--- src/design/brush_stamp_spacer_assert.svh ---
// Assertion helpers used by brush_stamp_spacer.sv.
`ifndef BRUSH_STAMP_SPACER_ASSERT_SVH
`define BRUSH_STAMP_SPACER_ASSERT_SVH

// Same-cycle implication, checked out of reset.
`define BSS_ASSERT_IMPL(label, ante, cons, msg) \
  label: assert property (@(posedge clk) disable iff (!rst_n) (ante) |-> (cons)) \
    else $error(msg);

// Next-cycle implication, checked out of reset.
`define BSS_ASSERT_NEXT(label, ante, cons, msg) \
  label: assert property (@(posedge clk) disable iff (!rst_n) (ante) |=> (cons)) \
    else $error(msg);

`endif

--- src/design/bss_pkg.sv ---
`timescale 1ns / 1ps
package bss_pkg;

  localparam int UV_W       = 16;
  localparam int MAX_STAMPS = 64;
  localparam int CNT_W      = 7;
  localparam int IV_W       = 20;
  localparam int LIM_W      = 15;
  localparam int SQ_W       = 34;
  localparam int LEN_W      = 17;
  localparam int Q_W        = 15;
  localparam int NUM_W      = 30;
  localparam int SQ_STEPS   = 17;

  localparam logic [IV_W-1:0]  STEP_FLOOR = 20'd256;
  localparam logic [LIM_W-1:0] JUMP_MIN   = 15'd1966;
  localparam logic [LIM_W-1:0] JUMP_MAX   = 15'd16384;

  localparam logic [15:0] RADIUS_RST  = 16'd1638;
  localparam logic [15:0] SPACING_RST = 16'd1024;
  localparam logic [IV_W-1:0]  IV_RST  = 20'd409;
  localparam logic [LIM_W-1:0] LIM_RST = 15'd6552;

  localparam logic [1:0] MODE_BEGIN = 2'd0;
  localparam logic [1:0] MODE_MOVE  = 2'd1;
  localparam logic [1:0] MODE_END   = 2'd2;

  localparam logic [2:0] REG_RADIUS  = 3'd0;
  localparam logic [2:0] REG_SPACING = 3'd1;
  localparam logic [2:0] REG_WRAP    = 3'd2;
  localparam logic [2:0] REG_SLOT    = 3'd3;
  localparam logic [2:0] REG_CHANNEL = 3'd4;

  localparam logic OP_SQRT = 1'b0;
  localparam logic OP_DIV  = 1'b1;

  typedef struct packed {
    logic start;
    logic op;
  } bss_unit_ctrl_t;

  typedef struct packed {
    logic [IV_W-1:0]  interval;
    logic [LIM_W-1:0] jump_lim;
    logic             wrap;
    logic [7:0]       slot;
    logic [2:0]       chan;
  } bss_cfg_t;

endpackage

--- src/design/bss_cfg.sv ---
`timescale 1ns / 1ps
module bss_cfg import bss_pkg::*; (
  input  logic        clk,
  input  logic        rst_n,
  input  logic        cfg_valid,
  output logic        cfg_ready,
  input  logic [2:0]  cfg_index,
  input  logic [15:0] cfg_data,
  output bss_cfg_t    cfg_o
);

  logic [15:0]      radius_r, spacing_r;
  logic             wrap_r;
  logic [7:0]       slot_r;
  logic [2:0]       chan_r;
  logic [IV_W-1:0]  iv_r, iv_nxt;
  logic [LIM_W-1:0] lim_r, lim_nxt;
  logic [31:0]      prod;
  logic [17:0]      lim4;

  assign cfg_ready = 1'b1;

  always_comb begin
    prod = radius_r * spacing_r;
    iv_nxt = prod[31:12];
    if (iv_nxt < STEP_FLOOR) iv_nxt = STEP_FLOOR;
    lim4 = {radius_r, 2'b00};
    if (lim4 < {3'b000, JUMP_MIN}) begin
      lim_nxt = JUMP_MIN;
    end else if (lim4 > {3'b000, JUMP_MAX}) begin
      lim_nxt = JUMP_MAX;
    end else begin
      lim_nxt = lim4[LIM_W-1:0];
    end
  end

  always_ff @(posedge clk) begin
    if (!rst_n) begin
      radius_r  <= RADIUS_RST;
      spacing_r <= SPACING_RST;
      wrap_r    <= 1'b1;
      slot_r    <= 8'd0;
      chan_r    <= 3'd0;
      iv_r      <= IV_RST;
      lim_r     <= LIM_RST;
    end else begin
      iv_r  <= iv_nxt;
      lim_r <= lim_nxt;
      if (cfg_valid) begin
        case (cfg_index)
          REG_RADIUS:  radius_r  <= cfg_data;
          REG_SPACING: spacing_r <= cfg_data;
          REG_WRAP:    wrap_r    <= cfg_data[0];
          REG_SLOT:    slot_r    <= cfg_data[7:0];
          REG_CHANNEL: chan_r    <= cfg_data[2:0];
          default: ;
        endcase
      end
    end
  end

  assign cfg_o = '{interval: iv_r, jump_lim: lim_r, wrap: wrap_r, slot: slot_r, chan: chan_r};

endmodule

--- src/design/bss_unit.sv ---
`timescale 1ns / 1ps
module bss_unit import bss_pkg::*; (
  input  logic             clk,
  input  logic             rst_n,
  input  bss_unit_ctrl_t   ctrl,
  input  logic [SQ_W-1:0]  radicand,
  input  logic [NUM_W-1:0] numer,
  input  logic [LEN_W-1:0] divisor,
  output logic             done,
  output logic [LEN_W-1:0] result
);

  // One compare-subtract serves both the root and the quotient, one bit a step.
  logic             busy_r, done_r, op_r;
  logic [4:0]       cnt_r;
  logic [SQ_W-1:0]  x_r, root_r, bit_r;
  logic [LEN_W-1:0] div_r;
  logic [17:0]      sh;
  logic [SQ_W:0]    opa, opb, diff;
  logic             ge;

  always_comb begin
    sh = {x_r[16:0], bit_r[Q_W-1]};
    if (op_r == OP_DIV) begin
      opa = {17'd0, sh};
      opb = {18'd0, div_r};
    end else begin
      opa = {1'b0, x_r};
      opb = {1'b0, root_r | bit_r};
    end
    diff = opa - opb;
    ge   = !diff[SQ_W];
  end

  always_ff @(posedge clk) begin
    if (!rst_n) begin
      busy_r <= 1'b0;
      done_r <= 1'b0;
    end else begin
      done_r <= 1'b0;
      if (ctrl.start) begin
        busy_r <= 1'b1;
        op_r   <= ctrl.op;
        root_r <= '0;
        div_r  <= divisor;
        if (ctrl.op == OP_DIV) begin
          cnt_r <= 5'(Q_W - 1);
          x_r   <= {19'd0, numer[NUM_W-1:Q_W]};
          bit_r <= {19'd0, numer[Q_W-1:0]};
        end else begin
          cnt_r <= 5'(SQ_STEPS - 1);
          x_r   <= radicand;
          bit_r <= {2'b01, 32'd0};
        end
      end else if (busy_r) begin
        if (op_r == OP_DIV) begin
          x_r    <= ge ? diff[SQ_W-1:0] : {16'd0, sh};
          root_r <= {root_r[SQ_W-2:0], ge};
          bit_r  <= {bit_r[SQ_W-2:0], 1'b0};
        end else begin
          if (ge) x_r <= diff[SQ_W-1:0];
          root_r <= ge ? ((root_r >> 1) | bit_r) : (root_r >> 1);
          bit_r  <= bit_r >> 2;
        end
        cnt_r <= cnt_r - 5'd1;
        if (cnt_r == 5'd0) begin
          busy_r <= 1'b0;
          done_r <= 1'b1;
        end
      end
    end
  end

  assign done   = done_r;
  assign result = root_r[LEN_W-1:0];

endmodule

--- src/design/brush_stamp_spacer.sv ---
// Brush stamp spacer: turns pointer events into evenly spaced brush stamps.
// Input channel (in_*): one pointer event per beat, taken when in_valid is high
// and in_stall low. in_stall stays high while an event is being worked on.
// Output channel (out_*): one stamp per beat; out_last_stamp marks the final
// stamp of an event. Events that produce no stamp give no output beat.
// Configuration (cfg_*): cfg_index selects radius, spacing, wrap, slot or
// channel; cfg_ready is always high. Write only while the block is idle.
// A begin event goes straight to its stamp; end and ignored events give none.
// A move takes two squarings and a 17-step square root in the shared
// unit, then per stamp two 15-step divisions in the same unit and one multiply
// each, for up to 64 stamps.
// The shared iterative unit sets the rate: one event at a time.
// A finished stamp waits in the output register; when it is full and out_stall
// is high, the block holds the next stamp and stops. Synchronous reset clears
// the stroke (idle, no last position, no island) and registers to defaults.
`timescale 1ns / 1ps
`include "brush_stamp_spacer_assert.svh"
module brush_stamp_spacer import bss_pkg::*; (
  input  logic        clk,
  input  logic        rst_n,
  input  logic        in_valid,
  output logic        in_stall,
  input  logic [1:0]  in_mode,
  input  logic        in_hit_valid,
  input  logic [7:0]  in_hit_slot,
  input  logic [2:0]  in_hit_channel,
  input  logic [15:0] in_pointer_u,
  input  logic [15:0] in_pointer_v,
  input  logic [15:0] in_hit_island,
  output logic        out_valid,
  input  logic        out_stall,
  output logic [15:0] out_stamp_u,
  output logic [15:0] out_stamp_v,
  output logic [15:0] out_stamp_island,
  output logic        out_last_stamp,
  input  logic        cfg_valid,
  output logic        cfg_ready,
  input  logic [2:0]  cfg_index,
  input  logic [15:0] cfg_data
);

  localparam logic [3:0] S_IDLE     = 4'd0;
  localparam logic [3:0] S_DECODE   = 4'd1;
  localparam logic [3:0] S_MUL_U    = 4'd2;
  localparam logic [3:0] S_MUL_V    = 4'd3;
  localparam logic [3:0] S_SQ_GO    = 4'd4;
  localparam logic [3:0] S_SQ_WAIT  = 4'd5;
  localparam logic [3:0] S_CHECK    = 4'd6;
  localparam logic [3:0] S_LOOP     = 4'd7;
  localparam logic [3:0] S_MUL_O    = 4'd8;
  localparam logic [3:0] S_DIV_GO   = 4'd9;
  localparam logic [3:0] S_DIV_WAIT = 4'd10;
  localparam logic [3:0] S_EMIT     = 4'd11;

  bss_cfg_t       cfg;
  bss_unit_ctrl_t uctl;
  logic             u_done;
  logic [LEN_W-1:0] u_res;
  logic [NUM_W-1:0] numer;

  logic [3:0]  state_r;
  logic [1:0]  mode_r;
  logic        hit_r;
  logic [7:0]  slot_r;
  logic [2:0]  chan_r;
  logic [15:0] u_r, v_r, isl_r;

  logic             active_r;
  logic [15:0]      prev_u_r, prev_v_r, prev_isl_r;
  logic [IV_W-1:0]  dist_r, d_r;

  logic             negu_r, negv_r, ax_r, in_loop_r;
  logic [15:0]      magu_r, magv_r;
  logic [SQ_W-1:0]  sq_r;
  logic [LEN_W-1:0] len_r, rem_r, t_r;
  logic [CNT_W-1:0] n_r;
  logic [31:0]      prod_r;
  logic [Q_W-1:0]   qu_r;
  logic [15:0]      pu_r, pv_r, pisl_r;

  logic        out_valid_r, out_last_r;
  logic [15:0] out_u_r, out_v_r, out_isl_r;

  logic        match, go, load;
  logic [16:0] du, dv, du_w, dv_w;
  logic [15:0] mul_a, mul_b;
  logic [31:0] mul_p;
  logic [15:0] qv16;

  bss_cfg u_cfg (
    .clk(clk), .rst_n(rst_n), .cfg_valid(cfg_valid), .cfg_ready(cfg_ready),
    .cfg_index(cfg_index), .cfg_data(cfg_data), .cfg_o(cfg)
  );

  bss_unit u_unit (
    .clk(clk), .rst_n(rst_n), .ctrl(uctl), .radicand(sq_r), .numer(numer),
    .divisor(len_r), .done(u_done), .result(u_res)
  );

  always_comb begin
    match = hit_r && (slot_r == cfg.slot) && (chan_r == cfg.chan);
    du = {1'b0, u_r} - {1'b0, prev_u_r};
    dv = {1'b0, v_r} - {1'b0, prev_v_r};
    // wrap: take the delta into [-0.5, 0.5)
    du_w = cfg.wrap ? {du[15], du[15:0]} : du;
    dv_w = cfg.wrap ? {dv[15], dv[15:0]} : dv;
    go = ({3'd0, rem_r} >= d_r) && (n_r < CNT_W'(MAX_STAMPS));
    case (state_r)
      S_MUL_U: begin mul_a = magu_r; mul_b = magu_r; end
      S_MUL_V: begin mul_a = magv_r; mul_b = magv_r; end
      default: begin mul_a = ax_r ? magv_r : magu_r; mul_b = t_r[15:0]; end
    endcase
    mul_p = mul_a * mul_b;
    numer = prod_r[NUM_W-1:0] + NUM_W'(len_r >> 1);
    uctl.start = (state_r == S_SQ_GO) || (state_r == S_DIV_GO);
    uctl.op    = (state_r == S_DIV_GO) ? OP_DIV : OP_SQRT;
    load = (state_r == S_EMIT) && (!out_valid_r || !out_stall);
    qv16 = {1'b0, u_res[Q_W-1:0]};
  end

  always_ff @(posedge clk) begin
    if (!rst_n) begin
      state_r     <= S_IDLE;
      active_r    <= 1'b0;
      prev_u_r    <= 16'd0;
      prev_v_r    <= 16'd0;
      prev_isl_r  <= 16'hFFFF;
      dist_r      <= '0;
      out_valid_r <= 1'b0;
      in_loop_r   <= 1'b0;
      n_r         <= '0;
    end else begin
      if (load) out_valid_r <= 1'b1;
      else if (!out_stall) out_valid_r <= 1'b0;
      case (state_r)
        S_IDLE: begin
          if (in_valid) begin
            mode_r  <= in_mode;
            hit_r   <= in_hit_valid;
            slot_r  <= in_hit_slot;
            chan_r  <= in_hit_channel;
            u_r     <= in_pointer_u;
            v_r     <= in_pointer_v;
            isl_r   <= in_hit_island;
            state_r <= S_DECODE;
          end
        end
        S_DECODE: begin
          state_r <= S_IDLE;
          if (mode_r == MODE_BEGIN) begin
            if (!active_r && match) begin
              active_r   <= 1'b1;
              prev_u_r   <= u_r;
              prev_v_r   <= v_r;
              prev_isl_r <= isl_r;
              dist_r     <= cfg.interval;
              pu_r       <= u_r;
              pv_r       <= v_r;
              pisl_r     <= isl_r;
              in_loop_r  <= 1'b0;
              state_r    <= S_EMIT;
            end
          end else if (mode_r == MODE_END) begin
            active_r   <= 1'b0;
            prev_u_r   <= 16'd0;
            prev_v_r   <= 16'd0;
            prev_isl_r <= 16'hFFFF;
            dist_r     <= '0;
          end else if (mode_r == MODE_MOVE && active_r && match) begin
            negu_r  <= du_w[16];
            negv_r  <= dv_w[16];
            magu_r  <= du_w[16] ? 16'(-du_w) : du_w[15:0];
            magv_r  <= dv_w[16] ? 16'(-dv_w) : dv_w[15:0];
            state_r <= S_MUL_U;
          end
        end
        S_MUL_U: begin
          sq_r    <= {2'b00, mul_p};
          state_r <= S_MUL_V;
        end
        S_MUL_V: begin
          sq_r    <= sq_r + {2'b00, mul_p};
          state_r <= S_SQ_GO;
        end
        S_SQ_GO: state_r <= S_SQ_WAIT;
        S_SQ_WAIT: begin
          if (u_done) begin
            len_r   <= u_res;
            state_r <= S_CHECK;
          end
        end
        S_CHECK: begin
          if (isl_r != prev_isl_r || len_r > {2'b00, cfg.jump_lim}) begin
            // restart the stroke at the hit
            prev_u_r   <= u_r;
            prev_v_r   <= v_r;
            prev_isl_r <= isl_r;
            dist_r     <= cfg.interval;
            pu_r       <= u_r;
            pv_r       <= v_r;
            pisl_r     <= isl_r;
            in_loop_r  <= 1'b0;
            state_r    <= S_EMIT;
          end else begin
            rem_r     <= len_r;
            d_r       <= dist_r;
            t_r       <= '0;
            n_r       <= '0;
            in_loop_r <= 1'b1;
            state_r   <= S_LOOP;
          end
        end
        S_LOOP: begin
          if (go) begin
            t_r <= t_r + d_r[LEN_W-1:0];
            rem_r <= rem_r - d_r[LEN_W-1:0];
            d_r <= cfg.interval;
            n_r <= n_r + CNT_W'(1);
            ax_r <= 1'b0;
            if (len_r == '0) begin
              pu_r    <= prev_u_r;
              pv_r    <= prev_v_r;
              pisl_r  <= prev_isl_r;
              state_r <= S_EMIT;
            end else begin
              state_r <= S_MUL_O;
            end
          end else begin
            // drop any leftover when the stamp cap was hit
            dist_r     <= ({3'd0, rem_r} >= d_r) ? cfg.interval : d_r - {3'd0, rem_r};
            prev_u_r   <= u_r;
            prev_v_r   <= v_r;
            prev_isl_r <= isl_r;
            state_r    <= S_IDLE;
          end
        end
        S_MUL_O: begin
          prod_r  <= mul_p;
          state_r <= S_DIV_GO;
        end
        S_DIV_GO: state_r <= S_DIV_WAIT;
        S_DIV_WAIT: begin
          if (u_done) begin
            if (!ax_r) begin
              qu_r    <= u_res[Q_W-1:0];
              ax_r    <= 1'b1;
              state_r <= S_MUL_O;
            end else begin
              pu_r    <= negu_r ? prev_u_r - {1'b0, qu_r} : prev_u_r + {1'b0, qu_r};
              pv_r    <= negv_r ? prev_v_r - qv16 : prev_v_r + qv16;
              pisl_r  <= prev_isl_r;
              state_r <= S_EMIT;
            end
          end
        end
        S_EMIT: begin
          if (load) state_r <= in_loop_r ? S_LOOP : S_IDLE;
        end
        default: state_r <= S_IDLE;
      endcase
    end
  end

  always_ff @(posedge clk) begin
    if (load) begin
      out_u_r    <= pu_r;
      out_v_r    <= pv_r;
      out_isl_r  <= pisl_r;
      out_last_r <= !in_loop_r || !go;
    end
  end

  assign in_stall         = (state_r != S_IDLE);
  assign out_valid        = out_valid_r;
  assign out_stamp_u      = out_u_r;
  assign out_stamp_v      = out_v_r;
  assign out_stamp_island = out_isl_r;
  assign out_last_stamp   = out_last_r;

  `BSS_ASSERT_IMPL(a_unit_done_expected, u_done,
    (state_r == S_SQ_WAIT) || (state_r == S_DIV_WAIT), "unit result with nobody waiting")
  `BSS_ASSERT_IMPL(a_stamp_cap, 1'b1, n_r <= CNT_W'(MAX_STAMPS), "stamp count beyond cap")
  `BSS_ASSERT_IMPL(a_more_after_mid, out_valid_r && !out_last_r, state_r != S_IDLE,
    "idle while a stroke stamp is not the final one")
  `BSS_ASSERT_IMPL(a_rem_bound, state_r == S_LOOP && in_loop_r, rem_r <= len_r,
    "remaining distance exceeds segment length")
  `BSS_ASSERT_NEXT(a_accept_decodes, in_valid && !in_stall, state_r == S_DECODE,
    "accepted beat not decoded")

endmodule
--- config.mk ---
export PLATFORM = sky130hd
export DESIGN_NAME = brush_stamp_spacer
export DESIGN_NICKNAME = d
export VERILOG_FILES = /design/src/design/bss_pkg.sv /design/src/design/bss_cfg.sv /design/src/design/bss_unit.sv /design/src/design/brush_stamp_spacer.sv
export VERILOG_INCLUDE_DIRS = /design/src /design/src/design
export SDC_FILE = /design/constraint.sdc
export NUM_CORES = 2
export LEC_CHECK = 0
export ABC_AREA = 0
export BUFFER_PORTS_ARGS = -buffer_cell sky130_fd_sc_hd__buf_2
export CAP_MARGIN = 30
export CORE_UTILIZATION = 40
export DETAILED_ROUTE_END_ITERATION = 8
export HOLD_SLACK_MARGIN = 0.02
export PLACE_DENSITY = 0.51
export SETUP_SLACK_MARGIN = 0.15
export SYNTH_ARGS = -nofsm -noshare
export SYNTH_HDL_FRONTEND = slang
export SYNTH_SLANG_ARGS = --single-unit
--- constraint.sdc ---
create_clock -name clk -period 17.8 [get_ports clk]
set_input_delay 0.89 -clock clk [delete_from_list [all_inputs] [get_ports clk]]
set_output_delay 0.89 -clock clk [all_outputs]
set_load 0.02 [all_outputs]
==> report_table.html <==
<table>
<tr><th>Metric</th><th>Value</th></tr>
<tr><th colspan="2">Status</th></tr>
<tr><td>Status</td><td>complete, no violations</td></tr>
<tr><th colspan="2">Route</th></tr>
<tr><td>Detail Route Antenna Nets</td><td>0</td></tr>
<tr><td>Total number of vias</td><td>39,359</td></tr>
<tr><td>DRT Pass-1 Iters</td><td>5</td></tr>
<tr><td>Total wire length</td><td>155.2 mm</td></tr>
<tr><td>Post-DR wirelength/cell</td><td>21.06 um</td></tr>
<tr><td>Routed via count divided by cell count</td><td>5.341</td></tr>
<tr><td>DRC Markers</td><td>0</td></tr>
<tr><td>Starting DRC count in detailed routing</td><td>2,864</td></tr>
<tr><th colspan="2">Min path</th></tr>
<tr><td>Hold path startpoint</td><td>in_pointer_u[5]</td></tr>
<tr><td>Type of the worst min-delay path</td><td>in -&gt; reg</td></tr>
<tr><td>Number of stages on the worst hold path</td><td>1</td></tr>
<tr><td>Capture endpoint of the worst hold path</td><td>u_r[5]</td></tr>
<tr><th colspan="2">Floorplan</th></tr>
<tr><td>Initial Utilization</td><td>40.29%</td></tr>
<tr><td>Full die area</td><td>131,700 sq um</td></tr>
<tr><td>Die boundary height</td><td>362.9 um</td></tr>
<tr><td>Number of I/O pins</td><td>138</td></tr>
<tr><td>Floorplan row count</td><td>132</td></tr>
<tr><td>Horizontal die dimension</td><td>362.9 um</td></tr>
<tr><td>Core Footprint</td><td>129,300 sq um</td></tr>
<tr><th colspan="2">Pwr</th></tr>
<tr><td>Switching power as a share of total power</td><td>24.20%</td></tr>
<tr><td>Share of power burned in combinational logic</td><td>6.4%</td></tr>
<tr><td>Leakage power figure</td><td>24.00 nW</td></tr>
<tr><td>Power density relative to cell area</td><td>60.26 nW/um^2</td></tr>
<tr><td>Relative contribution of sequential cells to total power</td><td>46.4%</td></tr>
<tr><td>Clock network fraction of total power</td><td>47.2%</td></tr>
<tr><td>Largest vdd supply drop</td><td>0.00007705 V</td></tr>
<tr><td>Total internal power</td><td>2.620 mW</td></tr>
<tr><td>Switching power</td><td>0.8364 mW</td></tr>
<tr><th colspan="2">Yosys</th></tr>
<tr><td>FFs w/ async S/R, synth</td><td>0%</td></tr>
<tr><td>Warnings from Yosys</td><td>0</td></tr>
<tr><td>Post-Syn Area per Cell</td><td>9.470 sq um</td></tr>
<tr><td>Post-Synthesis Cells</td><td>5,501</td></tr>
<tr><td>Syn nets</td><td>6,404</td></tr>
<tr><td>Netlist cell types</td><td>87</td></tr>
<tr><td>Part of the Yosys area used for sequential elements</td><td>33.20%</td></tr>
<tr><td>Most instantiated flip-flop cell in the synthesis netlist</td><td>edfxtp_1</td></tr>
<tr><td>Number of enable-type register cells in the synthesized netlist</td><td>468</td></tr>
<tr><td>Number of synthesized register bits</td><td>630</td></tr>
<tr><td>Synthesized cell area</td><td>52,100 sq um</td></tr>
<tr><th colspan="2">Timing</th></tr>
<tr><td>Setup total negative slack</td><td>0 ns</td></tr>
<tr><td>Worst slew slack as a fraction of its limit</td><td>28.72%</td></tr>
<tr><td>RSZ-0062 raised after global routing</td><td>no</td></tr>
<tr><td>Min Tclk post-route</td><td>11.23 ns</td></tr>
<tr><td>Period utilisation layout</td><td>63.08%</td></tr>
<tr><td>Transition time of the tightest slew-check pin</td><td>1.068 ns</td></tr>
<tr><td>Pins over their slew limit</td><td>0</td></tr>
<tr><td>Maximum frequency from static timing analysis</td><td>0.08905 GHz</td></tr>
<tr><td>Final number of setup-violating endpoints</td><td>0</td></tr>
<tr><td>Number of hold-slack violations in the final timing report</td><td>0</td></tr>
<tr><td>Worst setup skew after layout</td><td>0.03862 ns</td></tr>
<tr><th colspan="2">Clock tree</th></tr>
<tr><td>Post-CTS sizing</td><td>0</td></tr>
<tr><td>Hold-fix buffers, CTS</td><td>0</td></tr>
<tr><td>Clock latency reported for the late side of the worst-skew pair</td><td>0.69 ns</td></tr>
<tr><td># H-tree levels</td><td>3</td></tr>
<tr><td>TritonCTS clock tree</td><td>built</td></tr>
<tr><td>Clock transition at the registers of the reported paths</td><td>0.06 ns</td></tr>
<tr><td>Inserted Clock Buffers</td><td>77</td></tr>
<tr><td>Buffers inserted during post-CTS setup optimization</td><td>0</td></tr>
<tr><td>CTS sink cnt</td><td>630</td></tr>
<tr><td>Maximum clock path buffer count</td><td>3</td></tr>
<tr><td>CTS Root Cell</td><td>clkbuf_16</td></tr>
<tr><th colspan="2">Worst setup path</th></tr>
<tr><td>Required time worst endpoint</td><td>18.20 ns</td></tr>
<tr><td>Launching element type of the critical path</td><td>flop</td></tr>
<tr><td>Critical Path Max Stage Delay</td><td>0.82 ns</td></tr>
<tr><td>Reg-to-reg critical path startpoint</td><td>state_r[1]</td></tr>
<tr><td>Worst Reg-to-Reg Cells</td><td>36</td></tr>
<tr><td>Class of the most critical setup path</td><td>reg -&gt; reg</td></tr>
<tr><td>Critical R2R Capture</td><td>sq_r[31]</td></tr>
<tr><td>Endpoint arrival time on the critical path</td><td>11.62 ns</td></tr>
<tr><td>Register-to-register setup slack</td><td>6.57 ns</td></tr>
<tr><td>Crit Path Max Fanout</td><td>31</td></tr>
<tr><td>Most common cell type on the critical path</td><td>fa_1</td></tr>
<tr><td>Crit path max-delay cell type</td><td>mux2i_1</td></tr>
<tr><td>Kind of end point of the critical path</td><td>flop</td></tr>
<tr><th colspan="2">Finish</th></tr>
<tr><td>Net count of the finished layout</td><td>6,467</td></tr>
<tr><td>Number of antenna diodes</td><td>0</td></tr>
<tr><td>Utilization after layout</td><td>44.35%</td></tr>
<tr><td>Fraction of layout cells with a size suffix above 1</td><td>7.926%</td></tr>
<tr><td>P&amp;R area growth vs syn</td><td>10.09%</td></tr>
<tr><td>Final non-filler cell total</td><td>7,369</td></tr>
<tr><td>Commonest cells after routing, fill and taps aside</td><td>nand2_1 (680), inv_1 (629), edfxtp_1 (468), ha_1 (420), nor2_1 (402)</td></tr>
<tr><td>Most common cell after layout, fill and taps aside</td><td>nand2_1</td></tr>
<tr><th colspan="2">Global route</th></tr>
<tr><td>GRT Resource Usage Total</td><td>23.69%</td></tr>
<tr><td>Via count of the first global-routing pass</td><td>39,345</td></tr>
<tr><td>Overflow after GRT</td><td>0</td></tr>
<tr><td>First-pass GRT wire length</td><td>238.7 mm</td></tr>
<tr><td>Number of antenna violations at the first check in global routing</td><td>4</td></tr>
<tr><td>Largest net degree at the start of global routing</td><td>102</td></tr>
<tr><th colspan="2">Placed design</th></tr>
<tr><td>DP Cell Count</td><td>7,225</td></tr>
<tr><td>Final GP Congestion</td><td>0.8879</td></tr>
<tr><td>Post-detail-place hpwl</td><td>116.8 mm</td></tr>
<tr><td>Port bufs</td><td>136</td></tr>
<tr><th colspan="2">Run</th></tr>
<tr><td>Total of max-cap violations</td><td>0</td></tr>
</table>
worst max path at each step:
stage / from / to / slack, ns / cells after the start
2_1_floorplan: state_r[3] / sq_r[31] / 8.17 / 38
3_3_place_gp: state_r[1] / sq_r[31] / 6.90 / 38
3_5_place_dp: state_r[1] / sq_r[31] / 6.62 / 38
4_1_cts: state_r[1] / sq_r[31] / 6.59 / 38
5_1_grt: state_r[1] / sq_r[31] / 5.73 / 38
6_report: state_r[1] / sq_r[31] / 6.57 / 36
cell type report:
cell class / count / area [sq um]
inverter: 634 / 2382
tap: 1742 / 2180
sequential: 630 / 17300
clock buffer: 101 / 2150
multi-input combinational: 4008 / 31640
fill: 12674 / 71960
clock inverter: 41 / 442.9
timing repair buffer: 213 / 1260
registers in the layout, indices dropped and copies added, names as in the netlist, 17 cells and up:
signal and count:
u_unit.x_r 34, rem_r 17, u_unit.root_r 34, d_r 20
u_unit.bit_r 34, u_cfg.iv_r 20, sq_r 34, len_r 17
prod_r 30, u_unit.div_r 17, dist_r 20
power groups by stage:
| stage | Sequential [mW] | Combinational, mW | Clock, mW |
|---|---|---|---|
| floorplan | 1.63 | 0.154 | 0 |
| global placement | 1.64 | 0.218 | 0 |
| detailed placement | 1.64 | 0.220 | 0 |
| CTS | 1.61 | 0.222 | 1.67 |
| global route | 1.61 | 0.246 | 1.72 |
| finish | 1.61 | 0.220 | 1.63 |
metal layers:
layer  routed length [um]  track usage [%]  vias up
met4                 3723            6.453        0
met2                72700            38.88      919
met3                 8180            3.430      176
li1                     -                -    18859
met5                    0                0        -
met1                70560            32.49    19405
logic make-up after synthesis:
logic type,Yosys count,share of synthesized area (%)
and+or+nand+nor,1672,14.51
AOI/OAI and AO/OA,1089,12.98
buffers and inverters,863,6.285
adders and majority gates,817,25.34
DFF,630,33.20
xor gates and xnor gates,294,4.943
muxes,135,2.733
other,1,0.007198
critical path: cells and delay by family, from the launching register on:
family          cells  cell delay, ns
compound gates     16            3.08
xor+xnor            1            0.34
fa+ha+maj           8            3.69
buf+inv             4            0.69
flops               1            0.56
mux                 2            1.09
simple gates        5            1.50
per-stage QoR:
step / cell area, sq um / hold slack (ns) / total power, mW / setup WS [ns]
after floorplan: 52100 / 0.4003 / 1.780 / 8.168
after global routing: 57360 / 0.3549 / 3.578 / 5.734
after detailed placement: 54750 / 0.4045 / 1.857 / 6.621
after CTS: 57340 / 0.3408 / 3.499 / 6.589
after global placement: 54720 / 0.4017 / 1.854 / 6.898
final: 57360 / 0.3923 / 3.456 / 6.571
Yosys cell counts, types with 95 or more instances:
master,number,area share [%]
fa_1,397,15
ha_1,420,10
dfxtp_1,162,6.2
a21o_1,95,1.4
and2_1,117,1.4
o21ai_0,237,2.3
nand3_1,106,1.0
inv_1,631,4.5
nor2_1,409,2.9
clkbuf_1,187,1.3
a21oi_1,356,3.4
xnor2_1,200,3.4
edfxtp_1,468,27
nand2_1,682,4.9
No activity file was read; power rests on OpenSTA's default activity.
